`src/rtl/bfra_pkg.sv`:
```
// ----------------------------------------------------------------------------
// Best-fit range allocator package
// Shared widths, action and status codes for the allocator.
// ----------------------------------------------------------------------------
package bfra_pkg;

    localparam int MaxRanges = 32;
    localparam int IdxW      = $clog2(MaxRanges);
    localparam int CntW      = $clog2(MaxRanges + 1);

    typedef logic [31:0] word_t;

    typedef enum logic [1:0] {
        ACT_ALLOC = 2'd0,
        ACT_FREE  = 2'd1,
        ACT_INIT  = 2'd2,
        ACT_NOP   = 2'd3
    } action_t;

    typedef enum logic [1:0] {
        ST_OK      = 2'd0,
        ST_NOFIT   = 2'd1,
        ST_OVERLAP = 2'd2,
        ST_FULL    = 2'd3
    } status_t;

    localparam word_t BufferSizeReset = 32'd65536;

endpackage

```
`src/rtl/bfra_table.sv`:
```
// ----------------------------------------------------------------------------
// Range table storage
// Holds the start and length of each free range in one memory, with one
// read port and one write port, read data registered.
// ----------------------------------------------------------------------------
module bfra_table (
    input  logic                  aclk,
    input  logic                  wr_en,
    input  logic [bfra_pkg::IdxW-1:0] wr_addr,
    input  logic [63:0]           wr_data,
    input  logic [bfra_pkg::IdxW-1:0] rd_addr,
    output logic [63:0]           rd_data
);
    import bfra_pkg::*;

    logic [63:0] mem [MaxRanges];

    always_ff @(posedge aclk) begin
        if (wr_en) begin
            mem[wr_addr] <= wr_data;
        end
        rd_data <= mem[rd_addr];
    end

endmodule

```
`src/rtl/best_fit_range_allocator.sv`:
```
// ----------------------------------------------------------------------------
// Best-fit range allocator
// Keeps a sorted table of free ranges and serves allocate, free and init.
// ----------------------------------------------------------------------------
// Usage: one item enters on the s_ channel (action, length, range_start) and
// one result leaves on the m_ channel (alloc_offset, status, free_ranges).
// The block handles one item at a time. Each item is worked through by a
// sequencer around 32-bit adders and comparators and a table memory with
// one read port and one write port: a scan pass reads every entry, each
// read then checked, then an optional shift pass moves entries one at a
// time, each read then written, to open or close a gap. Init, ignored
// actions and frees that are empty or out of reach skip the scan and go
// straight to the result. s_ready is low from acceptance until the result
// has been transferred; while the receiver stalls the result is held in the
// output registers. After reset the table holds one range covering 65536
// bytes and buffer_size reads 65536; the reset is synchronous, active low.
// The user must write buffer_size through cfg_wr_en/cfg_wr_data only while
// idle; the block itself does not enforce this.
// ----------------------------------------------------------------------------
module best_fit_range_allocator (
    input  logic        aclk,
    input  logic        aresetn,
    input  logic        cfg_wr_en,
    input  logic [31:0] cfg_wr_data,
    input  logic        s_valid,
    output logic        s_ready,
    input  logic [1:0]  s_action,
    input  logic [31:0] s_length,
    input  logic [31:0] s_range_start,
    output logic        m_valid,
    input  logic        m_ready,
    output logic [31:0] m_alloc_offset,
    output logic [1:0]  m_status,
    output logic [5:0]  m_free_ranges
);
    import bfra_pkg::*;

    typedef enum logic [3:0] {
        S_IDLE, S_SCAN_RD, S_SCAN_CHK, S_DECIDE, S_MERGE_RD, S_MERGE_WR,
        S_SHIFT_RD, S_SHIFT_WR, S_PLACE, S_ALLOC_RD, S_ALLOC_WR, S_DONE
    } state_t;

    state_t state_reg;
    word_t  buf_size_reg;
    logic [CntW-1:0] count_reg;
    action_t act_reg;
    word_t   len_reg, start_reg;
    logic [IdxW:0] idx_reg;
    logic found_reg, has_l_reg, has_r_reg, overlap_reg;
    logic [IdxW-1:0] best_reg, left_reg, right_reg;
    word_t best_len_reg, merge_len_reg;
    logic [IdxW:0] pos_reg;
    logic pos_found_reg;
    logic [32:0] end_reg;

    logic            wr_en;
    logic [IdxW-1:0] wr_addr, rd_addr;
    logic [63:0]     wr_data, rd_data;

    bfra_table u_table (
        .aclk(aclk), .wr_en(wr_en), .wr_addr(wr_addr), .wr_data(wr_data),
        .rd_addr(rd_addr), .rd_data(rd_data)
    );

    word_t rd_start, rd_len;
    assign rd_start = rd_data[63:32];
    assign rd_len   = rd_data[31:0];

    logic [32:0] rd_end;
    assign rd_end = {1'b0, rd_start} + {1'b0, rd_len};

    logic [IdxW:0] idx_dec;
    assign idx_dec = idx_reg - 1'b1;

    assign s_ready = (state_reg == S_IDLE) && !m_valid &&
                     !(act_reg == ACT_INIT && found_reg);

    // Memory addressing and write data follow the state.
    always_comb begin
        wr_en   = 1'b0;
        wr_addr = idx_reg[IdxW-1:0];
        wr_data = rd_data;
        rd_addr = idx_reg[IdxW-1:0];
        unique case (state_reg)
            S_MERGE_RD: rd_addr = has_l_reg ? left_reg : right_reg;
            S_MERGE_WR: begin
                wr_en   = 1'b1;
                wr_addr = has_l_reg ? left_reg : right_reg;
                if (has_l_reg) begin
                    wr_data = {rd_start, rd_len + len_reg + merge_len_reg};
                end else begin
                    wr_data = {start_reg, rd_len + len_reg};
                end
            end
            // An erase reads the entry above and writes it one down; an insert
            // reads the entry below and writes it one up.
            S_SHIFT_RD: rd_addr = (act_reg == ACT_ALLOC) ? idx_reg[IdxW-1:0]
                                                         : idx_dec[IdxW-1:0];
            S_SHIFT_WR: begin
                wr_en   = 1'b1;
                wr_addr = (act_reg == ACT_ALLOC) ? pos_reg[IdxW-1:0]
                                                 : idx_reg[IdxW-1:0];
            end
            S_PLACE: begin
                wr_en   = 1'b1;
                wr_addr = pos_reg[IdxW-1:0];
                wr_data = {start_reg, len_reg};
            end
            S_ALLOC_RD: rd_addr = best_reg;
            S_ALLOC_WR: begin
                wr_en   = 1'b1;
                wr_addr = best_reg;
                wr_data = {rd_start + len_reg, rd_len - len_reg};
            end
            default: ;
        endcase
        if (state_reg == S_IDLE && act_reg == ACT_INIT && found_reg) begin
            wr_en   = 1'b1;
            wr_addr = '0;
            wr_data = {32'd0, buf_size_reg};
        end
    end

    always_ff @(posedge aclk) begin
        if (!aresetn) begin
            state_reg    <= S_IDLE;
            buf_size_reg <= BufferSizeReset;
            count_reg    <= CntW'(1);
            m_valid      <= 1'b0;
            act_reg      <= ACT_INIT;
            found_reg    <= 1'b1;
        end else begin
            if (cfg_wr_en) begin
                buf_size_reg <= cfg_wr_data;
            end
            if (m_valid && m_ready) begin
                m_valid <= 1'b0;
            end
            unique case (state_reg)
                S_IDLE: begin
                    // found_reg with init action marks a pending entry-0 write;
                    // it also loads the reset range after reset.
                    if (act_reg == ACT_INIT && found_reg) begin
                        found_reg <= 1'b0;
                    end else if (s_valid && s_ready) begin
                        act_reg       <= action_t'(s_action);
                        len_reg       <= s_length;
                        start_reg     <= s_range_start;
                        end_reg       <= {1'b0, s_range_start} + {1'b0, s_length};
                        idx_reg       <= '0;
                        found_reg     <= 1'b0;
                        has_l_reg     <= 1'b0;
                        has_r_reg     <= 1'b0;
                        merge_len_reg <= '0;
                        overlap_reg   <= 1'b0;
                        pos_found_reg <= 1'b0;
                        pos_reg       <= (IdxW+1)'(count_reg);
                        m_alloc_offset <= '0;
                        m_status      <= ST_OK;
                        state_reg     <= S_SCAN_RD;
                    end
                end
                S_SCAN_RD: begin
                    if (act_reg == ACT_INIT) begin
                        count_reg <= (buf_size_reg != '0) ? CntW'(1) : '0;
                        found_reg <= 1'b1;
                        state_reg <= S_DONE;
                    end else if (act_reg == ACT_NOP ||
                                 (act_reg == ACT_FREE && len_reg == '0)) begin
                        state_reg <= S_DONE;
                    end else if (act_reg == ACT_FREE && end_reg[32]) begin
                        m_status  <= ST_OVERLAP;
                        state_reg <= S_DONE;
                    end else if (idx_reg >= (IdxW+1)'(count_reg)) begin
                        state_reg <= S_DECIDE;
                    end else begin
                        state_reg <= S_SCAN_CHK;
                    end
                end
                S_SCAN_CHK: begin
                    if (act_reg == ACT_ALLOC) begin
                        if (len_reg <= rd_len && (!found_reg || rd_len <= best_len_reg)) begin
                            found_reg    <= 1'b1;
                            best_reg     <= idx_reg[IdxW-1:0];
                            best_len_reg <= rd_len;
                            m_alloc_offset <= rd_start;
                        end
                    end else begin
                        if ({1'b0, start_reg} < rd_end && end_reg > {1'b0, rd_start}) begin
                            overlap_reg <= 1'b1;
                        end
                        if (end_reg == {1'b0, rd_start}) begin
                            has_r_reg     <= 1'b1;
                            right_reg     <= idx_reg[IdxW-1:0];
                            merge_len_reg <= rd_len;
                        end
                        if ({1'b0, start_reg} == rd_end) begin
                            has_l_reg <= 1'b1;
                            left_reg  <= idx_reg[IdxW-1:0];
                        end
                        if (!pos_found_reg && rd_start > start_reg) begin
                            pos_found_reg <= 1'b1;
                            pos_reg       <= idx_reg;
                        end
                    end
                    idx_reg   <= idx_reg + 1'b1;
                    state_reg <= S_SCAN_RD;
                end
                S_DECIDE: begin
                    if (act_reg == ACT_ALLOC) begin
                        if (!found_reg) begin
                            m_status  <= ST_NOFIT;
                            state_reg <= S_DONE;
                        end else if (len_reg == best_len_reg) begin
                            // The range is used up: close the gap after it.
                            idx_reg   <= {1'b0, best_reg} + 1'b1;
                            pos_reg   <= {1'b0, best_reg};
                            count_reg <= count_reg - 1'b1;
                            state_reg <= S_SHIFT_RD;
                        end else begin
                            state_reg <= S_ALLOC_RD;
                        end
                    end else if (overlap_reg) begin
                        m_status  <= ST_OVERLAP;
                        state_reg <= S_DONE;
                    end else if (has_l_reg || has_r_reg) begin
                        state_reg <= S_MERGE_RD;
                    end else if (count_reg >= CntW'(MaxRanges)) begin
                        m_status  <= ST_FULL;
                        state_reg <= S_DONE;
                    end else begin
                        // Open a gap at pos by moving entries up, last first.
                        idx_reg   <= (IdxW+1)'(count_reg);
                        count_reg <= count_reg + 1'b1;
                        state_reg <= S_SHIFT_RD;
                    end
                end
                S_MERGE_RD: state_reg <= S_MERGE_WR;
                S_MERGE_WR: begin
                    if (has_l_reg && has_r_reg) begin
                        idx_reg   <= {1'b0, right_reg} + 1'b1;
                        pos_reg   <= {1'b0, right_reg};
                        count_reg <= count_reg - 1'b1;
                        act_reg   <= ACT_ALLOC;
                        state_reg <= S_SHIFT_RD;
                    end else begin
                        state_reg <= S_DONE;
                    end
                end
                S_SHIFT_RD: begin
                    if (act_reg == ACT_ALLOC) begin
                        // Erase: move idx down to pos while idx is below the old count.
                        if (idx_reg > (IdxW+1)'(count_reg)) begin
                            state_reg <= S_DONE;
                        end else begin
                            state_reg <= S_SHIFT_WR;
                        end
                    end else begin
                        if (idx_reg == pos_reg) begin
                            state_reg <= S_PLACE;
                        end else begin
                            state_reg <= S_SHIFT_WR;
                        end
                    end
                end
                S_SHIFT_WR: begin
                    if (act_reg == ACT_ALLOC) begin
                        pos_reg <= idx_reg;
                        idx_reg <= idx_reg + 1'b1;
                    end else begin
                        idx_reg <= idx_dec;
                    end
                    state_reg <= S_SHIFT_RD;
                end
                S_PLACE: state_reg <= S_DONE;
                S_ALLOC_RD: state_reg <= S_ALLOC_WR;
                S_ALLOC_WR: state_reg <= S_DONE;
                S_DONE: begin
                    m_free_ranges <= 6'(count_reg);
                    m_valid       <= 1'b1;
                    if (act_reg != ACT_INIT) begin
                        found_reg <= 1'b0;
                    end
                    state_reg <= S_IDLE;
                end
                default: state_reg <= S_IDLE;
            endcase
        end
    end

    // The result valid and status stay stable while the receiver stalls.
    assert property (@(posedge aclk) disable iff (!aresetn)
        m_valid && !m_ready |=> m_valid && $stable(m_status))
        else $error("result changed while stalled");

    // No new item is taken while a result is pending.
    assert property (@(posedge aclk) disable iff (!aresetn)
        m_valid |-> !s_ready)
        else $error("input taken while result pending");

    // The range count never exceeds the table depth.
    assert property (@(posedge aclk) disable iff (!aresetn)
        count_reg <= CntW'(MaxRanges))
        else $error("range count overflow");

endmodule
```
`config.mk`:
```
export PLATFORM = sky130hd
export DESIGN_NAME = best_fit_range_allocator
export DESIGN_NICKNAME = d
export VERILOG_FILES = /design/src/rtl/bfra_pkg.sv /design/src/rtl/bfra_table.sv /design/src/rtl/best_fit_range_allocator.sv
export SDC_FILE = /design/constraint.sdc
export NUM_CORES = 2
export LEC_CHECK = 0
export BUFFER_PORTS_ARGS = -buffer_cell sky130_fd_sc_hd__buf_2
export CAP_MARGIN = 40
export CORE_MARGIN = 2
export CORE_UTILIZATION = 25
export CTS_CLUSTER_DIAMETER = 80
export DETAILED_ROUTE_END_ITERATION = 8
export SETUP_SLACK_MARGIN = 0.05
export SLEW_MARGIN = 15
export SYNTH_ARGS = -nofsm -noshare
export SYNTH_HDL_FRONTEND = slang
export SYNTH_SLANG_ARGS = --single-unit
```
`constraint.sdc`:
```
create_clock -name aclk -period 7.1 [get_ports aclk]
set_input_delay 0 -clock aclk [delete_from_list [all_inputs] [get_ports aclk]]
set_output_delay 0 -clock aclk [all_outputs]
set_load 0.01 [all_outputs]
```
==> reports/metrics.cfg <==
[run_status]
outcome = complete, no violations

[synth]
syn_area_per_cell_um2 = 12.0
yosys.area_share.simple_pct = 15.9
synth_top_family_by_area = simple AND/OR/NAND/NOR gates
synthCells = 8984
synthArstFlopShare_pct = 0
yosys_warnings = 0
yosysSeqAreaShare_pct = 65.7
synth.distinct_cells = 88
synth_edf_count = 2280
synth-adder-area-share_pct = 3.95
synth-compound-area-share_pct = 9.47
synth_ff_type = edfxtp_1
netlist_area_mm2 = 0.108
ys_ff_latch = 2390
syn_nets = 9423
synth-xor-area-share_pct = 1.72
synth.area.mux_share_pct = 0.420

[placement]
hpwl_um = 218000
numPortBuffers = 144
gp_congestion = 0.938
dp_slack_ns = 0.724

[timing]
hold_viol = 0
fin_tns_setup_ns = 0
slew_headroom_pct = 11.9
finalSetupViolCount = 0
skew_ns = 0.0921
fin_crit_sh_pct = 93.8
rsz0062_at_grt = false
finalWorstSetupSlack_ns = 0.438
tightest_slew_ns = 1.32
min_period_ns = 6.66
drv_slew = 0
timing.fmax_mhz = 150

[drt]
antenna_left = 0
drt_iter0_markers = 9785
drt-vias-per-instance = 5.08
drcViolationCount = 0
firstDrtPassIters = 9
drt_wl_total_um = 366000
vias = 77700
wl_per_cell_um = 23.9

[worst_setup_path]
worstPathArrival_ns = 7.31
slowest_delay_ns = 0.61
cp_max_fo = 32
worst-setup-path-type = flip-flop to flip-flop
start_kind = flip-flop
cp_common_cell = ha_1
critPathBufInv = 2
path_delay_family = compound AO/OA/AOI/OAI gates
worstPathCellList = ha_1 -> fa_1 -> nor2b_1 -> o21ai_0 -> a31o_2 -> nor4_2 -> o311ai_1 -> o31ai_1 -> a21o_1 -> a21oi_1 -> xnor2_1 -> ha_1 -> nand3_1 -> nor3_1 -> inv_1 -> o211ai_1 -> o22ai_2 -> mux2i_1 -> o41ai_1 -> xnor3_1 -> o221ai_2 -> buf_4
slowest_stage = o311ai_1
cp-end-kind = flip-flop
required_ns = 7.75

[clock_network]
cts_made_buffers = 232
clockBufferDepth = 4
ctsRootBufferMaster = clkbuf_16
cts_tree = yes
htreeDepth = 4
cts_resized = 0
postCtsSetupBuffers = 0
clk_pin_slew_ns = 0.07
clk_latency_ns = 0.93
cts_sinks = 2390

[global_routing]
grt-ovfl-total = 0
grt_max_degree = 120
grt_pass1_wl_um = 523000
antenna_found_initial = 18
grt_usage_pct = 16.1
grt_pass1_vias = 72600

[final_layout]
drive_above_1_share_pct = 10.1
fin_util_pct = 29.8
largest_register_ffs = 2048
layout_commonest_cell = edfxtp_1
nNetsFinal = 9856
area_growth_syn_to_layout_pct = 18.7
final_cell_mix = 2280 x edfxtp_1, 2220 x nand2_1, 761 x nand3_1

[pwr]
vdd_drop_max_mv = 0.321
p_leak_nw = 45.3
power.total_mw = 58.5
power_density_mw_per_mm2 = 459

[floorplan]
core_mm2 = 0.428
io_pins = 145
dieArea_mm2 = 0.435
die_y_um = 660
start_util_pct = 25.1
fp-row-count = 240
fp.dieW_um = 660

[min_path]
hp-class = input port to flip-flop

[run]
drv_cap = 0

==> per-layer routing <==
layer,track usage [%],vias up,part of all wire (%)
met5,0,-,0.014
met4,6.93,8,4.8
met3,2.29,710,8.5
met2,25.9,3816,46
met1,21.6,38900,41
li1,-,34200,-
==> Yosys cell counts (all sizes together), types with 9 or more instances <==
cell type  number  area [um2]
edfxtp       2280       68500
nand2        2221        8340
nand3         762        3810
a311oi        387        3390
clkbuf        381        1430
ha            330        4130
and3          275        1720
nor2          275        1030
a21oi         221        1110
inv           216         811
buf           165         783
o21ai         149         746
dfxtp         110        2200
a21o          109         818
xnor2         106         928
xor2          102         893
o31ai          85         652
nor2b          84         526
o311ai         69         604
nand2b         49         307
nand4          47         294
nor3           46         240
mux2i          44         440
and2           40         250
nor4           40         256
o21a           34         255
a222oi         32         320
a31oi          32         236
o211ai         31         248
a221oi         27         243
a211oi         23         178
o21bai         22         169
o22ai          22         144
a22oi          16         120
a221o          14         140
or3            13        81.3
a2111oi        12         130
a211o          12         105
o221ai          9        85.1
==> logic make-up after synthesis <==
family                   Yosys count
adder cells (fa/ha/maj)          336
buffers and inverters            764
flip-flops                      2390
AO/OA/AOI/OAI                   1358
XOR/XNOR                         209
multiplexers                      45
AND/OR/NAND/NOR                 3882
==> path summary, 6_finish.rpt <==
path | from | to | slack, ns | cells past startpoint
worst min register to register | u_table.rd_data[0] | best_len_reg[0] | 0.53 | 0
worst max-delay path | len_reg[0] | u_table.mem[9][31] | 0.44 | 22
worst min-delay path | s_length[19] | len_reg[19] | 0.07 | 2
worst max register to register | len_reg[0] | u_table.mem[9][31] | 0.44 | 22
==> area by class of cell <==
| type | instances | area (um2) |
|---|---|---|
| Antenna cell | 3 | 7.51 |
| Clock buffer | 316 | 6380 |
| Clock inverter | 108 | 903 |
| Fill cell | 43000 | 300000 |
| Inverter | 218 | 818 |
| Multi-Input combinational cell | 5830 | 34400 |
| Sequential cell | 2390 | 70700 |
| Tap cell | 5687 | 7120 |
| Timing Repair Buffer | 745 | 7290 |
==> stage by stage <==
stage                     instance area (um2)  hold slack (ns)  instances
final                                  128000           0.0684      15300
after global routing                   128000           0.0484      15300
after CTS                              128000           0.0108      15300
after detailed placement               118000            0.222      14600
after global placement                 117000            0.215      14500
after floorplan                        108000           0.0989       8984
==> where the power goes <==
part	internal [mW]	switching (mW)
Clock	6.70	5.44
Sequential	20.3	1.06
Combinational	7.94	17.1
Total	34.9	23.6
==> what timing repair did <==
item                                    in CTS  in global routing
hold endpoints to repair                   144                  0
hold buffers                               262                  0
endpoints found under the setup margin       0                  0
No activity file was read; power rests on OpenSTA's default activity.
